<file path="config.mk">
export PLATFORM = sky130hd
export DESIGN_NAME = lfu_cache_engine_top
export DESIGN_NICKNAME = d
export VERILOG_FILES = /design/src/hw/rtl/lce_pkg.sv /design/src/hw/rtl/lce_entry_store.sv /design/src/hw/rtl/lce_scan_ctrl.sv /design/src/hw/rtl/lfu_cache_engine_top.sv
export SDC_FILE = /design/constraint.sdc
export NUM_CORES = 2
export LEC_CHECK = 0
export BUFFER_PORTS_ARGS = -buffer_cell sky130_fd_sc_hd__buf_2
export CORE_MARGIN = 10
export CORE_UTILIZATION = 50
export DETAILED_ROUTE_END_ITERATION = 10
export GPL_TIMING_DRIVEN = 0
export MAX_ROUTING_LAYER = met4
export PLACE_DENSITY_LB_ADDON = 0.15
export SYNTH_ARGS = -nofsm -noshare
export SYNTH_HDL_FRONTEND = slang
export SYNTH_SLANG_ARGS = --single-unit
</file>
<file path="constraint.sdc">
create_clock -name clk_i -period 19.9 [get_ports clk_i]
set_input_delay 3.98 -clock clk_i [delete_from_list [all_inputs] [get_ports clk_i]]
set_output_delay 3.98 -clock clk_i [all_outputs]
set_load 0.01 [all_outputs]
</file>
<file path="src/hw/rtl/lce_pkg.sv">
// Package for the LFU cache engine: sizes, field types and codes.
// No dependencies; every other file imports it.
package lce_pkg;

  localparam int unsigned CAPACITY = 16;
  localparam int unsigned IdxW     = (CAPACITY > 1) ? $clog2(CAPACITY) : 1;
  localparam int unsigned OccW     = $clog2(CAPACITY + 1);
  localparam int unsigned CapW     = 5;
  localparam int unsigned CmpW     = (OccW > CapW) ? OccW : CapW;
  localparam int unsigned KeyW     = 32;
  localparam int unsigned DatW     = 32;
  localparam int unsigned CntW     = 32;

  localparam logic [CapW-1:0]        CapReset  = 5'd16;
  localparam logic signed [DatW-1:0] MissValue = -32'sd1;

  // operation codes
  localparam logic FuncGet = 1'b0;
  localparam logic FuncPut = 1'b1;

  typedef struct packed {
    logic                   func;
    logic signed [KeyW-1:0] key;
    logic signed [DatW-1:0] value;
  } req_t;

  typedef struct packed {
    logic                   hit;
    logic signed [DatW-1:0] read_value;
    logic                   evicted;
    logic signed [KeyW-1:0] evicted_key;
  } rsp_t;

  // one entry as seen at the scan read port
  typedef struct packed {
    logic                   valid;
    logic signed [KeyW-1:0] key;
    logic signed [DatW-1:0] data;
    logic [CntW-1:0]        count;
    logic [IdxW-1:0]        rank;
  } ent_t;

  // end-of-operation write into the entry store
  typedef struct packed {
    logic                   we;
    logic [IdxW-1:0]        idx;
    logic signed [KeyW-1:0] key;
    logic signed [DatW-1:0] data;
    logic [CntW-1:0]        count;
    logic [IdxW-1:0]        rank;
    logic                   unlink;
    logic [IdxW-1:0]        unlink_rank;
  } cmt_t;

endpackage

</file>
<file path="src/hw/rtl/lce_entry_store.sv">
// Entry store of the LFU cache engine: valid bits, keys, values, counts, ranks.
// Depends on lce_pkg.
module lce_entry_store (
  input  logic                 clk_i,
  input  logic                 rst_ni,
  input  logic [lce_pkg::IdxW-1:0] rd_idx_i,
  output lce_pkg::ent_t        ent_o,
  input  lce_pkg::cmt_t        cmt_i
);
  import lce_pkg::*;

  logic                   valid_q [CAPACITY];
  logic signed [KeyW-1:0] key_q   [CAPACITY];
  logic signed [DatW-1:0] data_q  [CAPACITY];
  logic [CntW-1:0]        count_q [CAPACITY];
  logic [IdxW-1:0]        rank_q  [CAPACITY];

  // single scan read port
  assign ent_o.valid = valid_q[rd_idx_i];
  assign ent_o.key   = key_q[rd_idx_i];
  assign ent_o.data  = data_q[rd_idx_i];
  assign ent_o.count = count_q[rd_idx_i];
  assign ent_o.rank  = rank_q[rd_idx_i];

  always_ff @(posedge clk_i or negedge rst_ni) begin
    if (!rst_ni) begin
      for (int j = 0; j < CAPACITY; j++) begin
        valid_q[j] <= 1'b0;
      end
    end else if (cmt_i.we) begin
      valid_q[cmt_i.idx] <= 1'b1;
    end
  end

  // target write plus rank closing of the gap left by the target's old rank
  always_ff @(posedge clk_i) begin
    if (cmt_i.we) begin
      for (int j = 0; j < CAPACITY; j++) begin
        if (IdxW'(j) == cmt_i.idx) begin
          key_q[j]   <= cmt_i.key;
          data_q[j]  <= cmt_i.data;
          count_q[j] <= cmt_i.count;
          rank_q[j]  <= cmt_i.rank;
        end else if (cmt_i.unlink && valid_q[j] && (rank_q[j] > cmt_i.unlink_rank)) begin
          rank_q[j] <= rank_q[j] - 1'b1;
        end
      end
    end
  end

endmodule

</file>
<file path="src/hw/rtl/lce_scan_ctrl.sv">
// Sequencer of the LFU cache engine: entry scan, hit/victim/free tracking, commit.
// Depends on lce_pkg.
module lce_scan_ctrl (
  input  logic                     clk_i,
  input  logic                     rst_ni,
  input  logic                     in_valid_i,
  output logic                     in_ready_o,
  input  lce_pkg::req_t            in_data_i,
  input  logic [lce_pkg::OccW-1:0] cap_i,
  input  logic                     out_space_i,
  output logic                     rsp_load_o,
  output lce_pkg::rsp_t            rsp_o,
  output logic [lce_pkg::IdxW-1:0] rd_idx_o,
  input  lce_pkg::ent_t            ent_i,
  output lce_pkg::cmt_t            cmt_o
);
  import lce_pkg::*;

  typedef enum logic [1:0] {S_IDLE, S_SCAN, S_COMMIT} state_e;

  state_e                 state_q, state_d;
  req_t                   req_q, req_d;
  logic [IdxW-1:0]        idx_q, idx_d;
  logic [OccW-1:0]        occ_q, occ_d;
  logic                   hit_q, hit_d;
  logic [IdxW-1:0]        hit_idx_q, hit_idx_d;
  logic signed [DatW-1:0] hit_data_q, hit_data_d;
  logic [CntW-1:0]        hit_count_q, hit_count_d;
  logic [IdxW-1:0]        hit_rank_q, hit_rank_d;
  logic                   vic_found_q, vic_found_d;
  logic [IdxW-1:0]        vic_idx_q, vic_idx_d;
  logic signed [KeyW-1:0] vic_key_q, vic_key_d;
  logic [CntW-1:0]        vic_count_q, vic_count_d;
  logic [IdxW-1:0]        vic_rank_q, vic_rank_d;
  logic                   free_found_q, free_found_d;
  logic [IdxW-1:0]        free_idx_q, free_idx_d;

  logic [CntW-1:0] touch_count;
  logic [IdxW-1:0] top_rank;
  logic            full;

  assign in_ready_o  = (state_q == S_IDLE);
  assign rd_idx_o    = idx_q;
  assign touch_count = (&hit_count_q) ? hit_count_q : hit_count_q + 1'b1;
  assign top_rank    = IdxW'(occ_q - 1'b1);
  assign full        = (occ_q >= cap_i);

  always_comb begin
    state_d      = state_q;
    req_d        = req_q;
    idx_d        = idx_q;
    occ_d        = occ_q;
    hit_d        = hit_q;
    hit_idx_d    = hit_idx_q;
    hit_data_d   = hit_data_q;
    hit_count_d  = hit_count_q;
    hit_rank_d   = hit_rank_q;
    vic_found_d  = vic_found_q;
    vic_idx_d    = vic_idx_q;
    vic_key_d    = vic_key_q;
    vic_count_d  = vic_count_q;
    vic_rank_d   = vic_rank_q;
    free_found_d = free_found_q;
    free_idx_d   = free_idx_q;
    cmt_o        = '0;
    rsp_o        = '0;
    rsp_load_o   = 1'b0;

    case (state_q)
      S_IDLE: begin
        if (in_valid_i) begin
          req_d        = in_data_i;
          idx_d        = '0;
          hit_d        = 1'b0;
          vic_found_d  = 1'b0;
          free_found_d = 1'b0;
          state_d      = S_SCAN;
        end
      end
      S_SCAN: begin
        if (ent_i.valid && (ent_i.key == req_q.key)) begin
          hit_d       = 1'b1;
          hit_idx_d   = idx_q;
          hit_data_d  = ent_i.data;
          hit_count_d = ent_i.count;
          hit_rank_d  = ent_i.rank;
        end
        // lowest count wins, older rank breaks ties
        if (ent_i.valid && (!vic_found_q || (ent_i.count < vic_count_q) ||
            ((ent_i.count == vic_count_q) && (ent_i.rank < vic_rank_q)))) begin
          vic_found_d = 1'b1;
          vic_idx_d   = idx_q;
          vic_key_d   = ent_i.key;
          vic_count_d = ent_i.count;
          vic_rank_d  = ent_i.rank;
        end
        if (!ent_i.valid && !free_found_q) begin
          free_found_d = 1'b1;
          free_idx_d   = idx_q;
        end
        if (idx_q == IdxW'(CAPACITY - 1)) begin
          state_d = S_COMMIT;
        end else begin
          idx_d = idx_q + 1'b1;
        end
      end
      S_COMMIT: begin
        if (out_space_i) begin
          rsp_load_o = 1'b1;
          rsp_o.hit  = hit_q;
          state_d    = S_IDLE;
          if (req_q.func == FuncGet) begin
            if (hit_q) begin
              cmt_o.we          = 1'b1;
              cmt_o.idx         = hit_idx_q;
              cmt_o.key         = req_q.key;
              cmt_o.data        = hit_data_q;
              cmt_o.count       = touch_count;
              cmt_o.rank        = top_rank;
              cmt_o.unlink      = 1'b1;
              cmt_o.unlink_rank = hit_rank_q;
              rsp_o.read_value  = hit_data_q;
            end else begin
              rsp_o.read_value = MissValue;
            end
          end else if (cap_i != '0) begin
            if (hit_q) begin
              cmt_o.we          = 1'b1;
              cmt_o.idx         = hit_idx_q;
              cmt_o.key         = req_q.key;
              cmt_o.data        = req_q.value;
              cmt_o.count       = touch_count;
              cmt_o.rank        = top_rank;
              cmt_o.unlink      = 1'b1;
              cmt_o.unlink_rank = hit_rank_q;
            end else if (full && vic_found_q) begin
              // evict and refill the same slot; occupancy unchanged
              cmt_o.we          = 1'b1;
              cmt_o.idx         = vic_idx_q;
              cmt_o.key         = req_q.key;
              cmt_o.data        = req_q.value;
              cmt_o.count       = CntW'(1);
              cmt_o.rank        = top_rank;
              cmt_o.unlink      = 1'b1;
              cmt_o.unlink_rank = vic_rank_q;
              rsp_o.evicted     = 1'b1;
              rsp_o.evicted_key = vic_key_q;
            end else if (free_found_q) begin
              cmt_o.we    = 1'b1;
              cmt_o.idx   = free_idx_q;
              cmt_o.key   = req_q.key;
              cmt_o.data  = req_q.value;
              cmt_o.count = CntW'(1);
              cmt_o.rank  = IdxW'(occ_q);
              occ_d       = occ_q + 1'b1;
            end
          end
        end
      end
      default: state_d = S_IDLE;
    endcase
  end

  always_ff @(posedge clk_i or negedge rst_ni) begin
    if (!rst_ni) begin
      state_q      <= S_IDLE;
      occ_q        <= '0;
      idx_q        <= '0;
      hit_q        <= 1'b0;
      vic_found_q  <= 1'b0;
      free_found_q <= 1'b0;
    end else begin
      state_q      <= state_d;
      occ_q        <= occ_d;
      idx_q        <= idx_d;
      hit_q        <= hit_d;
      vic_found_q  <= vic_found_d;
      free_found_q <= free_found_d;
    end
  end

  always_ff @(posedge clk_i) begin
    req_q       <= req_d;
    hit_idx_q   <= hit_idx_d;
    hit_data_q  <= hit_data_d;
    hit_count_q <= hit_count_d;
    hit_rank_q  <= hit_rank_d;
    vic_idx_q   <= vic_idx_d;
    vic_key_q   <= vic_key_d;
    vic_count_q <= vic_count_d;
    vic_rank_q  <= vic_rank_d;
    free_idx_q  <= free_idx_d;
  end

endmodule

</file>
<file path="src/hw/rtl/lfu_cache_engine_top.sv">
// LFU cache engine top level; depends on lce_pkg, lce_entry_store and lce_scan_ctrl.
// Key-value cache of CAPACITY entries (16) with least-frequently-used replacement,
// least-recent entry losing among equal use counts. Each request transaction
// (get or put) is accepted, then the entry store is scanned entry by entry
// through its single read port (key match, victim search and first free slot in
// one pass), and the commit step writes the entry update and loads the
// result register. in_ready_o is low from acceptance until commit. The result
// register frees the pipeline: the next request is taken while a result still
// waits for out_ready_i; commit waits only if the previous result is still held.
// capacity_in_use (cfg_data_i, reset 16) is clipped to CAPACITY and should only
// be written while idle; zero makes puts no-ops, while gets still read entries.
// Use counts saturate at all ones. No clearing pass is needed after reset.
module lfu_cache_engine_top (
  input  logic                      clk_i,
  input  logic                      rst_ni,
  input  logic                      in_valid_i,
  output logic                      in_ready_o,
  input  lce_pkg::req_t             in_data_i,
  output logic                      out_valid_o,
  input  logic                      out_ready_i,
  output lce_pkg::rsp_t             out_data_o,
  input  logic                      cfg_valid_i,
  output logic                      cfg_ready_o,
  input  logic [lce_pkg::CapW-1:0]  cfg_data_i
);
  import lce_pkg::*;

  // configuration register
  logic [CapW-1:0] cap_q;
  logic [CmpW-1:0] cap_ext;
  logic [OccW-1:0] cap_sat;

  // result register
  logic out_valid_q, out_valid_d;
  rsp_t rsp_q;

  logic            out_space;
  logic            rsp_load;
  rsp_t            rsp;
  logic [IdxW-1:0] rd_idx;
  ent_t            ent;
  cmt_t            cmt;

  assign cfg_ready_o = 1'b1;

  always_ff @(posedge clk_i or negedge rst_ni) begin
    if (!rst_ni) begin
      cap_q <= CapReset;
    end else if (cfg_valid_i) begin
      cap_q <= cfg_data_i;
    end
  end

  // clip to the physical entry count
  assign cap_ext = CmpW'(cap_q);
  assign cap_sat = (cap_ext > CmpW'(CAPACITY)) ? OccW'(CAPACITY) : OccW'(cap_ext);

  lce_scan_ctrl u_ctrl (
    .clk_i       (clk_i),
    .rst_ni      (rst_ni),
    .in_valid_i  (in_valid_i),
    .in_ready_o  (in_ready_o),
    .in_data_i   (in_data_i),
    .cap_i       (cap_sat),
    .out_space_i (out_space),
    .rsp_load_o  (rsp_load),
    .rsp_o       (rsp),
    .rd_idx_o    (rd_idx),
    .ent_i       (ent),
    .cmt_o       (cmt)
  );

  lce_entry_store u_store (
    .clk_i    (clk_i),
    .rst_ni   (rst_ni),
    .rd_idx_i (rd_idx),
    .ent_o    (ent),
    .cmt_i    (cmt)
  );

  // result register: loaded at commit, emptied by the output transaction
  assign out_space = !out_valid_q || out_ready_i;

  always_comb begin
    out_valid_d = out_valid_q;
    if (rsp_load) begin
      out_valid_d = 1'b1;
    end else if (out_ready_i) begin
      out_valid_d = 1'b0;
    end
  end

  always_ff @(posedge clk_i or negedge rst_ni) begin
    if (!rst_ni) begin
      out_valid_q <= 1'b0;
    end else begin
      out_valid_q <= out_valid_d;
    end
  end

  always_ff @(posedge clk_i) begin
    if (rsp_load) begin
      rsp_q <= rsp;
    end
  end

  assign out_valid_o = out_valid_q;
  assign out_data_o  = rsp_q;

`ifndef SYNTHESIS
  // busy through the scan once a request is taken
  a_busy_after_accept: assert property (@(posedge clk_i) disable iff (!rst_ni)
    (in_valid_i && in_ready_o) |=> !in_ready_o)
    else $error("request taken while a scan is running");

  // a result never overwrites one still waiting
  a_no_overwrite: assert property (@(posedge clk_i) disable iff (!rst_ni)
    rsp_load |-> (!out_valid_q || out_ready_i))
    else $error("result register overwritten");

  // a hit never evicts
  a_hit_no_evict: assert property (@(posedge clk_i) disable iff (!rst_ni)
    out_valid_o |-> !(out_data_o.hit && out_data_o.evicted))
    else $error("hit reported together with eviction");

  // commit only happens while not accepting
  a_commit_busy: assert property (@(posedge clk_i) disable iff (!rst_ni)
    cmt.we |-> (rsp_load && !in_ready_o))
    else $error("entry write outside commit");
`endif

endmodule

</file>
==> Word level (Yosys, flattened, before mapping) <==
Memories as Yosys holds them, arrays and structs flattened. A register that Yosys moved wholly into a read port is not among the register bits.
Index checks and enable logic that the tools add are counted.
W data, S select, Z words.
{ "op_classes": {"add_sub_neg": 20, "magnitude_cmp": 23, "n_eq_ne": 27, "mux": 299, "n_bitwise": 25, "reduce_logical": 110} }
{ "ops": {"columns": ["operator", "count"], "rows": [
  ["$mux W32", 47],
  ["$reduce_or A32 Y1", 45],
  ["$mux W110", 6],
  ["$mux W4", 63],
  ["$mux W105", 2],
  ["$mux W1", 168],
  ["$sub A4 B1 Y4 const B", 17],
  ["$eq A32 B32 Y1", 2],
  ["$gt A4 B4 Y1", 16],
  ["$logic_and A1 B1 Y1", 38],
  ["$mux W33", 1],
  ["$add A32 B1 Y32 const B", 1],
  ["$eq A4 B4 Y1 const A", 8],
  ["$lt A32 B32 Y1", 1],
  ["$reduce_and A32 Y1", 1],
  ["$eq A3 B4 Y1 const A", 4],
  ["$or A1 B1 Y1", 16],
  ["$or A16 B16 Y16", 1],
  ["$reduce_and A3 Y1", 5],
  ["$ge A5 B5 Y1 const B", 2],
  ["$mux W5", 2],
  ["$not A4 Y5", 2],
  ["$reduce_and A2 Y1", 5],
  ["$eq A2 B4 Y1 const A", 2],
  ["29 further kinds", 49]
]} }
{ "word_totals": {"reg_bits": 283, "ramBits": 1600, "elab_cells": 547, "mem_count": 4} }
{ "mem_list": {"columns": ["name", "depth", "width", "read_ports", "rd_ports_with_merged_regs", "write_ports", "line", "rtl"], "rows": [
  ["u_store.count_q", 16, 32, 1, 0, 1, "lce_entry_store.sv:15", "logic [CntW-1:0] count_q [CAPACITY];"],
  ["u_store.data_q", 16, 32, 1, 1, 1, "lce_entry_store.sv:14", "logic signed [DatW-1:0] data_q [CAPACITY];"],
  ["u_store.key_q", 16, 32, 1, 0, 1, "lce_entry_store.sv:13", "logic signed [KeyW-1:0] key_q [CAPACITY];"],
  ["u_store.rank_q", 16, 4, 17, 0, 16, "lce_entry_store.sv:16", "logic [IdxW-1:0] rank_q [CAPACITY];"]
]} }

==> Depth between registers and ports, before layout <==
{ "logic_depth": {"depth_word": 30, "depth_mapped": 18} }

==> Hierarchy <==
From an unflattened synthesis, not the netlist that was laid out.
{ "unflattened": {"cells_unflattened": 3827, "hier_area_um2": 76573.4} }
{ "modules_own_cells": {"columns": ["module", "n_inst", "cells_per_inst", "area_per_inst_um2", "seq_area_each_um2"], "rows": [
  ["lce_entry_store", 1, 2857, 63539.7, 48446.5],
  ["lce_scan_ctrl", 1, 884, 10791.6, 6746.5],
  ["lfu_cache_engine_top", 1, 86, 2242.2, 2133.3]
]} }

==> Worst setup path after synthesis <==
OpenSTA, ideal clock, no wires.
{ "synth_path": {"path_type": "input-to-reg", "from": "input port out_ready_i", "to": "memory u_store.rank_q[0][0] (netlist bit) (enable)", "arrival_ns": 13.876, "path_slack_ns": 5.692, "stages": 8, "path_cell_list": "nand2b_1 > and2b_1 > and3_1 > clkbuf_1 > o21ai_1 > and2_1 > nor3_1 > or2_2"} }
{ "synth_lines": {"columns": ["item", "line", "rtl"], "rows": [
  ["start, declared", "lfu_cache_engine_top.sv:20", "input logic out_ready_i,"],
  ["end, declared", "lce_entry_store.sv:16", null]
]} }

==> results.json <==
{
  "status": "finished, final reports clean",
  "drv_slew": 0,
  "postLayoutCoreUtil_pct": 57.36,
  "r2r_slack_ps": 12230,
  "setup-violations-final": 0,
  "root_buffer": "clkbuf_16",
  "switchingPower_w": 0.003359,
  "synth-async-reset-ratio_pct": 1.880,
  "hold_viol": 0,
  "synthTopCellsByArea": "edfxtp_1 (72%), mux4_2 (13%), mux2i_1 (2.6%)",
  "cts_max_level": 4,
  "synthDistinctLibCells": 78,
  "start_kind": "primary input",
  "synth-seq-area-share_pct": 73.64,
  "syn-cell-area_sq_mm": 0.07785,
  "fin_crit_sh_pct": 42.46,
  "avgRoutedWirePerCell_um": 33.11,
  "cts_made_buffers": 191,
  "row_count": 144,
  "fillers": 11370,
  "fp.dieH_um": 414.6,
  "nNetsFinal": 4435,
  "ys_top_cells_by_count": "edfxtp_1 (1879), mux4_2 (442), mux2i_1 (199)",
  "drt_iter0_drc": 5057,
  "worst_hold_slack_ps": 496.9,
  "syn_avg_cell_area_sq_um": 20.21,
  "cp-startpoint": "out_ready_i",
  "grt_start_max_net_pins": 70,
  "p_per_area_mw_per_mm2": 126.9,
  "r2r-start": "u_ctrl.rd_idx_o[2]",
  "p_int_w": 0.007876,
  "hold_start": "u_ctrl.occ_q[4]",
  "firstDrtPassIters": 5,
  "overflow": 0,
  "worstMarginPinSlew_ps": 1360,
  "synth-edff-count": 1879,
  "path_class": "primary input to flop",
  "clk_latency_ps": 830,
  "clkSinkCount": 1915,
  "synth_top_area_share_pct": 72.48,
  "synthCells": 3851,
  "cts_tree": "yes",
  "yosysWarnings": 0,
  "period_minus_slack_ps": 8449,
  "via_per_inst": 6.314,
  "hold_path.class": "flop to flop",
  "p_leak_nw": 32.16,
  "max_clock_freq_mhz": 118.4,
  "grt_first_pass_wirelength_um": 303900,
  "ir_worst_vdd_v": 0.00008430,
  "dp_hpwl_um": 129200,
  "die_w_um": 414.6,
  "start_util_pct": 50.42,
  "synth_top_family_by_area": "multiplexers",
  "sw_frac_of_total_pct": 29.90,
  "io_buffers": 142,
  "yosysMostFrequentCell": "edfxtp_1",
  "hold_buffers": 0,
  "vias": 40670,
  "cp_max_fo": 43,
  "ctsResizeCount": 0,
  "p_seq_share_pct": 41.4,
  "endpoint_kind": "flop",
  "critPathRequiredTime_ps": 20440,
  "ant_nets": 0,
  "maxSlewHeadroom_pct": 8.728,
  "clk_pin_slew_worst_paths_ps": 60,
  "syn-num-nets": 4050,
  "area.growth.synth_to_final_pct": 13.77,
  "antenna_found_initial": 5,
  "wirelength_um": 213300,
  "post-route-drc-count": 0,
  "place_congestion": 0.9181,
  "grt_usage_pct": 25.32,
  "synth.ff_latch_count": 1915,
  "yosys.area_share.simple_pct": 3.139,
  "grt_pass1_vias": 40529,
  "post_cts_buffers": 0,
  "synthAdderAreaFrac_pct": 1.993,
  "finClkSkew_ps": 27.15,
  "pin_count": 144,
  "yosysTopAreaCell": "edfxtp_1",
  "cap_violations": 0,
  "synth_compound_area_share_pct": 2.474,
  "fp.dieArea_sq_mm": 0.1719,
  "critPathArrivalTime_ps": 8980,
  "clkPwrFrac_pct": 32.6,
  "p_comb_share_pct": 26.0,
  "yosys.area_share.xor_xnor_pct": 0.9563,
  "drive_gt1_share_pct": 23.75,
  "rsz0062_at_grt": "no",
  "ys.flop_type": "edfxtp_1",
  "yosys-mux-area-fraction_pct": 15.94,
  "design.core.area_sq_mm": 0.1544,
  "clk_path_buf_depth": 3
}
-- flip-flops by register name, summed over array words and instances (netlist names), 2 cells and up --
register / flops
u_ctrl.occ_q: 5
u_store.count_q: 512
u_store.rank_q: 64
u_store.key_q: 512
u_ctrl.vic_rank_q: 4
u_store.valid_q: 16
u_ctrl.req_q: 65
u_ctrl.state_q: 2
u_ctrl.hit_data_q: 32
u_ctrl.hit_rank_q: 4
u_store.data_q: 512
u_ctrl.free_idx_q: 4
u_ctrl.rd_idx_o: 4
out_data_o: 66
cap_ext: 5
u_ctrl.vic_count_q: 32
u_ctrl.hit_idx_q: 4
u_ctrl.hit_count_q: 32
u_ctrl.vic_key_q: 32
u_ctrl.vic_idx_q: 4
-- cells by family (layout without fill, tap and decap cells) --
family	Yosys count	count (layout)
other	1	3
adder cells (fa/ha/maj)	124	124
XOR/XNOR	85	85
multiplexers	673	673
flip-flops	1915	1915
buffers and inverters	300	844
AO/OA/AOI/OAI	286	286
AND/OR/NAND/NOR	467	467
-- stage by stage --
stage	cells	TNS [ps]	power [W]	setup slack [ps]	cell area, sq um
floorplan	3851	0	0.006547	5693	77850
global placement	6037	-610800	0.007626	-7013	81110
detailed placement	6085	0	0.007640	10510	82200
CTS	6437	0	0.01127	11400	88530
global route	6441	0	0.01159	11100	88570
finish	6441	0	0.01124	11450	88570
-- worst paths after layout --
check | cells after the start | end
min | 1 | u_ctrl.occ_q[4]
min in group asynchronous | 1 | u_store.valid_q[2]
min reg2reg | 1 | u_ctrl.occ_q[4]
max reg2reg | 17 | u_ctrl.vic_key_q[8]
max | 18 | u_store.rank_q[6][2]
max in group asynchronous | 1 | out_valid_o
-- placed cells by master, fill, tap and decap left out, types with 23 or more instances in the layout --
master	synthesis	final
edfxtp_1	1879	1879
mux4_2	442	442
mux2i_1	199	199
clkbuf_16	0	195
buf_2	41	185
clkbuf_1	85	127
ha_1	124	124
inv_1	131	119
nor2_1	97	97
nand2_1	88	88
a21oi_1	82	81
and2_1	75	71
xnor2_1	58	58
clkinv_1	0	48
o21a_1	37	37
nand4_1	36	36
dfrtp_1	35	35
buf_6	17	33
nor3_1	35	33
o21ai_0	29	29
nor2b_1	28	28
xor2_1	27	27
bufinv_16	0	26
mux2_2	25	25
nand2b_1	24	24
a22oi_1	26	23
clkinv_2	0	23
-- power by group through the flow --
stage | clock network (W) | logic [W] | registers [W]
5_1_grt | 0.00387 | 0.00306 | 0.00466
2_1_floorplan | 0 | 0.00182 | 0.00472
4_1_cts | 0.00370 | 0.00291 | 0.00465
3_3_place_gp | 0 | 0.00287 | 0.00476
6_report | 0.00366 | 0.00292 | 0.00465
3_5_place_dp | 0 | 0.00290 | 0.00474
-- layer usage --
layer	share of wire, %	track usage, %	wire, um	vias to the layer above
met3	8.3	4.481	17660	365
met5	0	-	0	-
met1	41	35.01	88250	21750
li1	-	-	-	16569
met4	3.1	7.669	6560	0
met2	47	38.70	100800	1986
-- layout make-up --
| class | instances | area (sq um) | area share, % |
|---|---|---|---|
| clock inverters | 110 | 1250 | 1.411 |
| multi-input cells | 1636 | 19150 | 21.62 |
| plain buffers | 168 | 948.4 | 1.071 |
| inverters | 132 | 580.6 | 0.6555 |
| diodes | 2 | 5.005 | 0.005651 |
| repair buffers | 192 | 1662 | 1.876 |
| flip-flops and latches | 1915 | 57330 | 64.73 |
| clock buffers | 242 | 5086 | 5.743 |
| well taps | 2044 | 2557 | 2.888 |
-- worst max-delay path, cell delays in order --
cell and delay (ps):
buf_2 70, nand2b_1 310, and2b_4 660, buf_16 290, and3_1 190, clkbuf_1 190
inv_1 90, nor3_2 380, clkbuf_1 720, a22oi_2 380, buf_8 280, ha_1 290
nor2b_1 130, o21a_1 120, o21a_1 110, o2111ai_1 120, a21oi_1 500, mux2i_1 140
No activity file was read; power rests on OpenSTA's default activity.
